--- config.mk ---
export PLATFORM = sky130hd
export DESIGN_NAME = dns_answer_address_parser_top_flat
export DESIGN_NICKNAME = d
export VERILOG_FILES = /design/src/design/dnsap_pkg.sv /design/src/design/dnsap_in_if.sv /design/src/design/dnsap_out_if.sv /design/src/design/dns_answer_address_parser_top.sv /design/src/flat_wrapper.sv
export SDC_FILE = /design/constraint.sdc
export NUM_CORES = 1
export LEC_CHECK = 0
export BUFFER_PORTS_ARGS = -buffer_cell sky130_fd_sc_hd__buf_2
export CORE_ASPECT_RATIO = 0.6
export CORE_MARGIN = 2
export CORE_UTILIZATION = 35
export CTS_CLUSTER_SIZE = 16
export DETAILED_ROUTE_END_ITERATION = 16
export GPL_ROUTABILITY_DRIVEN = 0
export GPL_TIMING_DRIVEN = 1
export SLEW_MARGIN = 20
export SYNTH_ARGS = -nofsm -noshare
export SYNTH_HDL_FRONTEND = slang
export SYNTH_SLANG_ARGS = --single-unit
export TNS_END_PERCENT = 1
--- constraint.sdc ---
create_clock -name clk -period 5.87 [get_ports clk]
set_input_delay 0 -clock clk [delete_from_list [all_inputs] [get_ports clk]]
set_output_delay 0 -clock clk [all_outputs]
set_load 0.02 [all_outputs]
--- src/design/dnsap_pkg.sv ---
// ----------------------------------------------------------------------------
// DNS answer address parser package
// Shared types, field widths and result status codes.
// ----------------------------------------------------------------------------
`default_nettype none

package dnsap_pkg;

  // Payload field types.
  typedef logic [7:0]  payload_t;
  typedef logic [2:0]  status_t;
  typedef logic [31:0] address_t;
  typedef logic [15:0] txn_id_t;

  // Result status codes.
  localparam status_t ST_FOUND       = 3'd0;
  localparam status_t ST_NO_ANSWERS  = 3'd1;
  localparam status_t ST_WRONG_ID    = 3'd2;
  localparam status_t ST_BAD_LENGTH  = 3'd3;
  localparam status_t ST_NOT_FOUND   = 3'd4;

endpackage : dnsap_pkg

`default_nettype wire

--- src/design/dnsap_in_if.sv ---
// ----------------------------------------------------------------------------
// DNS answer address parser input channel
// Carries one payload byte per beat, with a mark on the final byte.
// ----------------------------------------------------------------------------
`default_nettype none

interface dnsap_in_if;
  import dnsap_pkg::*;

  logic     valid;
  logic     ready;
  payload_t payload_byte;
  logic     last;

  modport source (output valid, output payload_byte, output last, input ready);
  modport sink   (input valid, input payload_byte, input last, output ready);

endinterface : dnsap_in_if

`default_nettype wire

--- src/design/dnsap_out_if.sv ---
// ----------------------------------------------------------------------------
// DNS answer address parser result channel
// Carries one status and address per beat, one beat per message.
// ----------------------------------------------------------------------------
`default_nettype none

interface dnsap_out_if;
  import dnsap_pkg::*;

  logic     valid;
  logic     ready;
  status_t  status;
  address_t address;

  modport source (output valid, output status, output address, input ready);
  modport sink   (input valid, input status, input address, output ready);

endinterface : dnsap_out_if

`default_nettype wire

--- src/design/dns_answer_address_parser_top.sv ---
// ----------------------------------------------------------------------------
// DNS answer address parser
// Walks a DNS response one byte per beat and reports the first IPv4 address.
// ----------------------------------------------------------------------------
// Usage:
//   The input channel takes the response payload one byte per beat, with
//   last high on the final byte. The result channel gives exactly one beat
//   per message: the status and, when an address record was found, the
//   IPv4 address (zero otherwise). expected_id is written through cfg_we and
//   cfg_wdata while no message is in flight.
//   Each byte is parsed in the cycle it is accepted; a result appears on the
//   output register in the cycle after the byte that completes it. One byte
//   is accepted every cycle while the output register is free or being
//   drained; the parser state registers are updated once per beat.
//   The input is held off only while a result sits in the output register
//   and the receiver is not taking it. After a result, the rest of the
//   message is consumed without further output.
//   Synchronous reset clears the parser, the output valid flag and
//   expected_id; a byte may be accepted in the first cycle after reset.
// ----------------------------------------------------------------------------
`default_nettype none

module dns_answer_address_parser_top (
  input  wire logic              clk,
  input  wire logic              rst,
  dnsap_in_if.sink               in,
  dnsap_out_if.source            out,
  input  wire logic              cfg_we,
  input  wire dnsap_pkg::txn_id_t cfg_wdata
);
  import dnsap_pkg::*;

  // Parser phase codes.
  localparam logic [3:0] PH_HDR         = 4'd0;
  localparam logic [3:0] PH_QNAME_FIRST = 4'd1;
  localparam logic [3:0] PH_QNAME_REST  = 4'd2;
  localparam logic [3:0] PH_QNAME_PTR   = 4'd3;
  localparam logic [3:0] PH_QFIX        = 4'd4;
  localparam logic [3:0] PH_ANAME_FIRST = 4'd5;
  localparam logic [3:0] PH_ANAME_REST  = 4'd6;
  localparam logic [3:0] PH_ANAME_PTR   = 4'd7;
  localparam logic [3:0] PH_ATYPE       = 4'd8;
  localparam logic [3:0] PH_AFIX        = 4'd9;
  localparam logic [3:0] PH_ALEN        = 4'd10;
  localparam logic [3:0] PH_ADDR        = 4'd11;
  localparam logic [3:0] PH_ADATA       = 4'd12;
  localparam logic [3:0] PH_DONE        = 4'd13;

  // Byte counts and field values.
  localparam logic [3:0]  HDR_LAST   = 4'd11;
  localparam logic [3:0]  QFIX_LAST  = 4'd3;
  localparam logic [3:0]  AFIX_LAST  = 4'd5;
  localparam logic [3:0]  ADDR_LAST  = 4'd3;
  localparam logic [3:0]  PAIR_LAST  = 4'd1;
  localparam logic [15:0] TYPE_ADDR  = 16'd1;
  localparam logic [15:0] ADDR_LEN   = 16'd4;
  localparam payload_t    PTR_MASK   = 8'hc0;

  logic [3:0]  parse_phase, parse_phase_next;
  logic [3:0]  byte_counter, byte_counter_next;
  txn_id_t     captured_id, captured_id_next;
  logic        answers_present, answers_present_next;
  logic [15:0] record_type, record_type_next;
  logic [15:0] record_length, record_length_next;
  address_t    address_accumulator, address_accumulator_next;
  logic        reported, reported_next;
  txn_id_t     expected_id;

  logic        out_valid;
  status_t     out_status;
  address_t    out_address;

  logic        accept;
  logic        emit;
  status_t     emit_status;
  address_t    emit_address;
  payload_t    b;
  logic        ptr_first;

  assign accept    = in.valid && in.ready;
  assign b         = in.payload_byte;
  assign ptr_first = (b & PTR_MASK) == PTR_MASK;

  // Input is taken whenever the output register is free or being drained.
  assign in.ready    = !out_valid || out.ready;
  assign out.valid   = out_valid;
  assign out.status  = out_status;
  assign out.address = out_address;

  // Configuration register.
  always_ff @(posedge clk) begin
    if (rst) begin
      expected_id <= '0;
    end else if (cfg_we) begin
      expected_id <= cfg_wdata;
    end
  end

  // Next-state logic for one accepted byte.
  always_comb begin
    parse_phase_next         = parse_phase;
    byte_counter_next        = byte_counter;
    captured_id_next         = captured_id;
    answers_present_next     = answers_present;
    record_type_next         = record_type;
    record_length_next       = record_length;
    address_accumulator_next = address_accumulator;
    reported_next            = reported;
    emit                     = 1'b0;
    emit_status              = ST_FOUND;
    emit_address             = '0;

    case (parse_phase)
      PH_HDR: begin
        if (byte_counter == 4'd0) begin
          captured_id_next = {b, 8'h00};
        end else if (byte_counter == 4'd1) begin
          captured_id_next = {captured_id[15:8], b};
        end else if ((byte_counter == 4'd6 || byte_counter == 4'd7) && b != 8'h00) begin
          answers_present_next = 1'b1;
        end
        if (byte_counter == HDR_LAST) begin
          byte_counter_next = '0;
          if (!answers_present) begin
            emit        = 1'b1;
            emit_status = ST_NO_ANSWERS;
          end else if (captured_id != expected_id) begin
            emit        = 1'b1;
            emit_status = ST_WRONG_ID;
          end else begin
            parse_phase_next = PH_QNAME_FIRST;
          end
        end else begin
          byte_counter_next = byte_counter + 4'd1;
        end
      end
      PH_QNAME_FIRST: begin
        if (ptr_first) begin
          parse_phase_next = PH_QNAME_PTR;
        end else if (b == 8'h00) begin
          parse_phase_next = PH_QFIX;
        end else begin
          parse_phase_next = PH_QNAME_REST;
        end
      end
      PH_QNAME_REST: begin
        if (b == 8'h00) begin
          parse_phase_next = PH_QFIX;
        end
      end
      PH_QNAME_PTR: begin
        parse_phase_next = PH_QFIX;
      end
      PH_QFIX: begin
        if (byte_counter == QFIX_LAST) begin
          byte_counter_next = '0;
          parse_phase_next  = PH_ANAME_FIRST;
        end else begin
          byte_counter_next = byte_counter + 4'd1;
        end
      end
      PH_ANAME_FIRST: begin
        byte_counter_next = '0;
        if (ptr_first) begin
          parse_phase_next = PH_ANAME_PTR;
        end else if (b == 8'h00) begin
          parse_phase_next = PH_ATYPE;
        end else begin
          parse_phase_next = PH_ANAME_REST;
        end
      end
      PH_ANAME_REST: begin
        if (b == 8'h00) begin
          parse_phase_next = PH_ATYPE;
        end
      end
      PH_ANAME_PTR: begin
        parse_phase_next = PH_ATYPE;
      end
      PH_ATYPE: begin
        record_type_next = {record_type[7:0], b};
        if (byte_counter == PAIR_LAST) begin
          byte_counter_next = '0;
          parse_phase_next  = PH_AFIX;
        end else begin
          byte_counter_next = byte_counter + 4'd1;
        end
      end
      PH_AFIX: begin
        if (byte_counter == AFIX_LAST) begin
          byte_counter_next = '0;
          parse_phase_next  = PH_ALEN;
        end else begin
          byte_counter_next = byte_counter + 4'd1;
        end
      end
      PH_ALEN: begin
        record_length_next = {record_length[7:0], b};
        if (byte_counter == PAIR_LAST) begin
          byte_counter_next = '0;
          record_type_next  = '0;
          if (record_type == TYPE_ADDR) begin
            record_length_next = '0;
            if ({record_length[7:0], b} != ADDR_LEN) begin
              emit        = 1'b1;
              emit_status = ST_BAD_LENGTH;
            end else begin
              parse_phase_next = PH_ADDR;
            end
          end else if ({record_length[7:0], b} == 16'd0) begin
            parse_phase_next = PH_ANAME_FIRST;
          end else begin
            parse_phase_next = PH_ADATA;
          end
        end else begin
          byte_counter_next = byte_counter + 4'd1;
        end
      end
      PH_ADDR: begin
        address_accumulator_next = {address_accumulator[23:0], b};
        if (byte_counter == ADDR_LAST) begin
          byte_counter_next = '0;
          emit              = 1'b1;
          emit_status       = ST_FOUND;
          emit_address      = {address_accumulator[23:0], b};
        end else begin
          byte_counter_next = byte_counter + 4'd1;
        end
      end
      PH_ADATA: begin
        record_length_next = record_length - 16'd1;
        if (record_length == 16'd1) begin
          parse_phase_next = PH_ANAME_FIRST;
        end
      end
      default: begin
      end
    endcase

    if (emit) begin
      reported_next    = 1'b1;
      parse_phase_next = PH_DONE;
    end

    // The final byte closes the message: report a miss if nothing was given.
    if (in.last) begin
      if (!emit && !reported) begin
        emit         = 1'b1;
        emit_status  = ST_NOT_FOUND;
        emit_address = '0;
      end
      parse_phase_next         = PH_HDR;
      byte_counter_next        = '0;
      captured_id_next         = '0;
      answers_present_next     = 1'b0;
      record_type_next         = '0;
      record_length_next       = '0;
      address_accumulator_next = '0;
      reported_next            = 1'b0;
    end
  end

  // Parser state registers.
  always_ff @(posedge clk) begin
    if (rst) begin
      parse_phase         <= PH_HDR;
      byte_counter        <= '0;
      captured_id         <= '0;
      answers_present     <= 1'b0;
      record_type         <= '0;
      record_length       <= '0;
      address_accumulator <= '0;
      reported            <= 1'b0;
    end else if (accept) begin
      parse_phase         <= parse_phase_next;
      byte_counter        <= byte_counter_next;
      captured_id         <= captured_id_next;
      answers_present     <= answers_present_next;
      record_type         <= record_type_next;
      record_length       <= record_length_next;
      address_accumulator <= address_accumulator_next;
      reported            <= reported_next;
    end
  end

  // Output register: loaded by a result beat, cleared when taken.
  always_ff @(posedge clk) begin
    if (rst) begin
      out_valid <= 1'b0;
    end else if (accept && emit) begin
      out_valid <= 1'b1;
    end else if (out.ready) begin
      out_valid <= 1'b0;
    end
  end

  // Result payload.
  always_ff @(posedge clk) begin
    if (accept && emit) begin
      out_status  <= emit_status;
      out_address <= emit_address;
    end
  end

endmodule : dns_answer_address_parser_top

`default_nettype wire

--- src/flat_wrapper.sv ---
// flat-port wrapper written by rule: the top's interface ports become plain ports
module dns_answer_address_parser_top_flat import dnsap_pkg::*;
  (clk, rst, cfg_we, cfg_wdata, in_valid, in_payload_byte, in_last, in_ready, out_valid, out_status, out_address, out_ready);
  dnsap_in_if in_i ();
  dnsap_out_if out_i ();
  input  wire logic clk;
  input  wire logic rst;
  input  wire logic cfg_we;
  input  wire dnsap_pkg::txn_id_t cfg_wdata;
  input wire logic [$bits(in_i.valid)-1:0] in_valid;
  input wire logic [$bits(in_i.payload_byte)-1:0] in_payload_byte;
  input wire logic [$bits(in_i.last)-1:0] in_last;
  output wire logic [$bits(in_i.ready)-1:0] in_ready;
  output wire logic [$bits(out_i.valid)-1:0] out_valid;
  output wire logic [$bits(out_i.status)-1:0] out_status;
  output wire logic [$bits(out_i.address)-1:0] out_address;
  input wire logic [$bits(out_i.ready)-1:0] out_ready;
  assign in_i.valid = in_valid;
  assign in_i.payload_byte = in_payload_byte;
  assign in_i.last = in_last;
  assign in_ready = in_i.ready;
  assign out_valid = out_i.valid;
  assign out_status = out_i.status;
  assign out_address = out_i.address;
  assign out_i.ready = out_ready;
  dns_answer_address_parser_top u_core (.clk(clk), .rst(rst), .in(in_i), .out(out_i), .cfg_we(cfg_we), .cfg_wdata(cfg_wdata));
endmodule
# Word-level counts from Yosys, hierarchy flattened
# Cells that the tools add are included.
# op_classes
addsub	2
n_eq_ne	37
n_mux	71
reduce_logical	36
# ops
operator	count
$mux W16	8
$mux W32	4
$mux W4	23
$pmux W16 S2	2
$mux W24	2
$pmux W4 S12	1
$ne A4 B2 Y1 const B	9
$eq A16 B1 Y1 const B	2
$eq A4 B3 Y1 const B	7
$eq A4 B4 Y1 const B	6
$mux W3	7
$pmux W4 S5	1
$mux W1	18
$logic_not A16 Y1	1
$ne A16 B16 Y1	1
$ne A16 B3 Y1 const B	1
$sub A16 B1 Y16 const B	1
$reduce_bool A14 Y1	1
$reduce_and A13 Y1	1
$eq A4 B2 Y1 const B	3
$reduce_bool A2 Y1	6
$reduce_and A3 Y1	3
$reduce_bool A3 Y1	3
$eq A4 B1 Y1 const B	2
other kinds (20)	33
# totals
ff_bits	134
output_inout_bits	37
word_cells	159

# Longest topological paths before layout
# logic_depth
depth_word	11
depth_mapped	11
depth_no_buf	9

# Worst setup path after synthesis
# OpenSTA, ideal clock, no wires.
# synth_path
kind	reg2reg
startpoint	reg u_core.parse_phase[1]
endpoint	reg u_core.out_address[0], in the netlist u_core.out.address[0] (enable)
setup_time_ns	0.427
arrival_time_ns	3.243
t_required_ns	5.443
slack_ns	2.200
stages_incl_launch_ff	10
period_less_slack_ns	3.670
cell_sequence	dfxtp_1 clkbuf_1 clkbuf_1 nor2b_1 nand3_1 nor2_1 or3_1 clkbuf_1 nor2_1 nor2_1
# synth_via
elab_chain_cells	7
word_cells_on_any_way	9
# synth_rtl
item	line_no	rtl
start, declared	dns_answer_address_parser_top.sv:59	logic [3:0] parse_phase, parse_phase_next;
start signal, assigned	dns_answer_address_parser_top.sv:275	parse_phase <= parse_phase_next;
$eq A4 B4 Y1 or $logic_not A4 Y1 (tied branches)	dns_answer_address_parser_top.sv:113	case (parse_phase)
$pmux W1 S3 *	dns_answer_address_parser_top.sv:113	
$logic_not A1 Y1	dns_answer_address_parser_top.sv:247	if (!emit && !reported) begin
$logic_and A1 B1 Y1	dns_answer_address_parser_top.sv:247	
$mux W1	dns_answer_address_parser_top.sv:247	
$mux W1 *	dns_answer_address_parser_top.sv:246	if (in.last) begin
$logic_and A1 B1 Y1 *	dns_answer_address_parser_top.sv:299	if (accept && emit) begin
end signal, assigned	dns_answer_address_parser_top.sv:301	out_address <= emit_address;
end, declared	dns_answer_address_parser_top.sv:71	address_t out_address;
# Every way passes the cells marked *; elsewhere a longest branch is shown, timed or not.
# A chain may end at the register's enable or synchronous reset.

# Final worst setup path
# layout_path
startpoint	reg u_core.parse_phase[1]
endpoint	reg u_core.record_length[5]
# layout_via
elab_chain_cells	3
word_cells_on_any_way	6
# layout_rtl
item	line_no	rtl
$eq A4 B4 Y1	dns_answer_address_parser_top.sv:113	
$pmux W16 S2 or $reduce_bool A3 Y1 (tied branches)	--	
$mux W16 or $reduce_and A2 Y1 (tied branches)	--	
end signal, assigned	dns_answer_address_parser_top.sv:280	record_length <= record_length_next;
end, declared	dns_answer_address_parser_top.sv:64	logic [15:0] record_length, record_length_next;
# Parallel ways exist; a longest one is shown, timed or not.

==> metrics.yaml <==
hold_viol_final: 0
hpwlAfterDp_mm: 10.6
internal_power_w: 0.00163
grt_max_degree: 55
fp-row-count: 37
period_share: 0.595
p_leak_nw: 2.77
worst_pin_slew_ns: 0.987
synth_top_family_by_area: "simple AND/OR/NAND/NOR gates"
syn_to_final_growth_pct: 21.6
yosys.area_share.adder: 0.0158
syn_area_per_cell_um2: 9.21
grt_pass1_wl_mm: 25.7
start_kind: "register"
routedWlPerCell_um: 15.7
worstPathArrival_ns: 3.84
yosys.area_share.simple: 0.223
synth-xor-area-share: 0.0412
postLayoutCellArea_um2: 7490
peakVddDrop_mv: 0.174
die_width_um: 175
grt_pass1_vias: 5017
syn-cell-area_um2: 6160
initial_core_util: 0.359
hold_start: "cfg_we"
worstReg2RegStart: "u_core.parse_phase[1]"
final_cells: 987
ctsHtreeMaxLevel: 4
power_frac_seq: 0.438
hold_path_class: "in2reg"
vias: 5222
power_frac_comb: 0.105
crit_path_end_kind: "register"
clkTransAtPathRegs_ns: 0.07
routed_wl_mm: 15.5
antenna_left: 0
diodes: 0
power_switching_w: 0.000645
swShare: 0.283
cap_violations: 0
synth_compound_area_frac: 0.166
slew_violations: 0
cts_made_buffers: 17
pin_count: 67
drt_iter0_markers: 593
synth-main-ff-cell: "dfxtp_1"
die-area_um2: 18700
synth_fp_nets: 706
p_clk_frac: 0.457
grt.overflow.total: 0
ys_ff_latch: 134
nNetsFinal: 777
fp.coreArea_um2: 17200
placed_cell_area_um2: 6660
cts_tree: "yes"
synth_edf_count: 35
first_pass_iters: 6
drcViolationCount: 0
synth.yosys.seq_area_share: 0.492
synth_cells: 669
critPathKind: "reg2reg"
setup_viol: 0
fillCellCount: 1641
fmax_mhz: 286
critPathLaunch: "u_core.parse_phase[1]"
yosysUniqueCellTypes: 55
clockBufferDepth: 2
slew_headroom: 0.339
ctsResizeCount: 0
grt_use_total: 0.173
cp_max_fo: 19
port_buffers: 66
die_h_um: 107
antenna_found_initial: 0
vias_per_cell: 5.29
drive_above_1_share: 0.145
worstSkewPairLatency_ns: 0.42
cts_root_buf: "clkbuf_16"
dp.cells: 929
ys_warn_count: 0
required_ns: 6.22
muxShareOfSynthArea: 0.0260
clkSinkCount: 134
skew_ns: 0.00972
power_density_nw_per_um2: 304
final.setup.tns_ns: 0
outcome: "completed"
async_reset_ff_frac: 0
rsz0062_at_grt: "no"
period_minus_slack_ns: 3.49
[power groups by stage]
stage                     clock (W)  combinational (W)  sequential (W)
after floorplan                   0           0.000158         0.00102
after global placement            0           0.000218         0.00102
after detailed placement          0           0.000223         0.00102
after CTS                   0.00106           0.000238        0.000997
after global routing        0.00110           0.000264         0.00100
final                       0.00104           0.000238        0.000998
[metal layers]
layer | part of all wire | track usage
met1 | 0.49 | 0.239
met3 | 0.066 | 0.0468
met4 | 0.0097 | 0.0458
met5 | 0 | 0
met2 | 0.43 | 0.267
[metrics by stage]
| step | setup slack, ns | total power [W] | utilization | hold slack (ns) |
|---|---|---|---|---|
| global placement | 2.70 | 0.00123 | 0.387 | 0.234 |
| global route | 2.06 | 0.00236 | 0.436 | 0.139 |
| detailed placement | 2.46 | 0.00124 | 0.387 | 0.248 |
| floorplan | 2.20 | 0.00118 | - | 0.147 |
| finish | 2.38 | 0.00228 | 0.436 | 0.117 |
| CTS | 2.48 | 0.00229 | 0.436 | 0.115 |
[worst paths after layout]
check / to / slack (ns) / depth (start not counted)
worst min-delay path: u_core.expected_id[15] / 0.12 / 3
worst max-delay path: u_core.record_length[5] / 2.38 / 7
worst min register to register: u_core.captured_id[2] / 0.47 / 2
worst max register to register: u_core.record_length[5] / 2.38 / 7
[sequential cells by signal, summed over array words and instances, names as in the netlist, 3 cells and up]
name                        count
u_core.out.address             32
u_core.byte_counter             4
u_core.address_accumulator     24
u_core.record_type             16
u_core.record_length           16
u_core.parse_phase              4
u_core.captured_id             16
u_core.expected_id             16
u_core.out.status               3
[cells in the final DEF, fill, tap and decap left out, types with 25 or more instances in the layout]
cell	n
a21oi_1	44
a22oi_1	48
and2_1	34
buf_2	66
dfxtp_1	99
dlygate4sd3_1	26
edfxtp_1	35
nand2_1	34
nor2_1	113
xnor2_1	25
[synthesized netlist by cell type (14+ instances only)]
library cell | instances | area [µm²]
a21oi_1 | 44 | 220
a22oi_1 | 48 | 360
and2_1 | 34 | 213
clkbuf_1 | 41 | 154
dfxtp_1 | 99 | 1980
edfxtp_1 | 35 | 1050
mux2i_1 | 16 | 160
nand2_1 | 34 | 128
nand3_1 | 18 | 90.1
nor2_1 | 114 | 428
nor2b_1 | 15 | 93.8
o2bb2ai_1 | 14 | 123
xnor2_1 | 25 | 219
[what timing repair did]
item / 4_1_cts / 5_1_grt
hold buffers: 26 / 0
setup endpoints to repair: 0 / 0
endpoints found under the hold margin: 26 / 0
setup buffers: 0 / 0
[kinds of logic (layout without fill, tap and decap cells)]
family / count (synthesis) / after routing
AOI/OAI and AO/OA: 149 / 149
xor gates and xnor gates: 29 / 29
adders and majority gates: 8 / 8
buffers and inverters: 57 / 141
DFF: 134 / 134
muxes: 16 / 16
and+or+nand+nor: 276 / 276
[worst max-delay path, cell delays in order (launching register included)]
cell,delay (ns)
dfxtp_1,0.67
nand2b_1,0.17
nor2_1,0.58
nor2_1,0.34
a21o_1,0.50
nor2_1,0.85
a22oi_1,0.15
nor2_1,0.14
[layout make-up]
cell class              count  area, µm²  share of cell area
flip-flops and latches    134       3030               0.405
inverters                  12       45.0             0.00601
clock buffers              17        425              0.0568
clock inverters            15        154              0.0205
well taps                 234        293              0.0391
multi-input cells         478       2920               0.389
repair buffers             97        628              0.0838
Power figures use the tool's default switching activity.
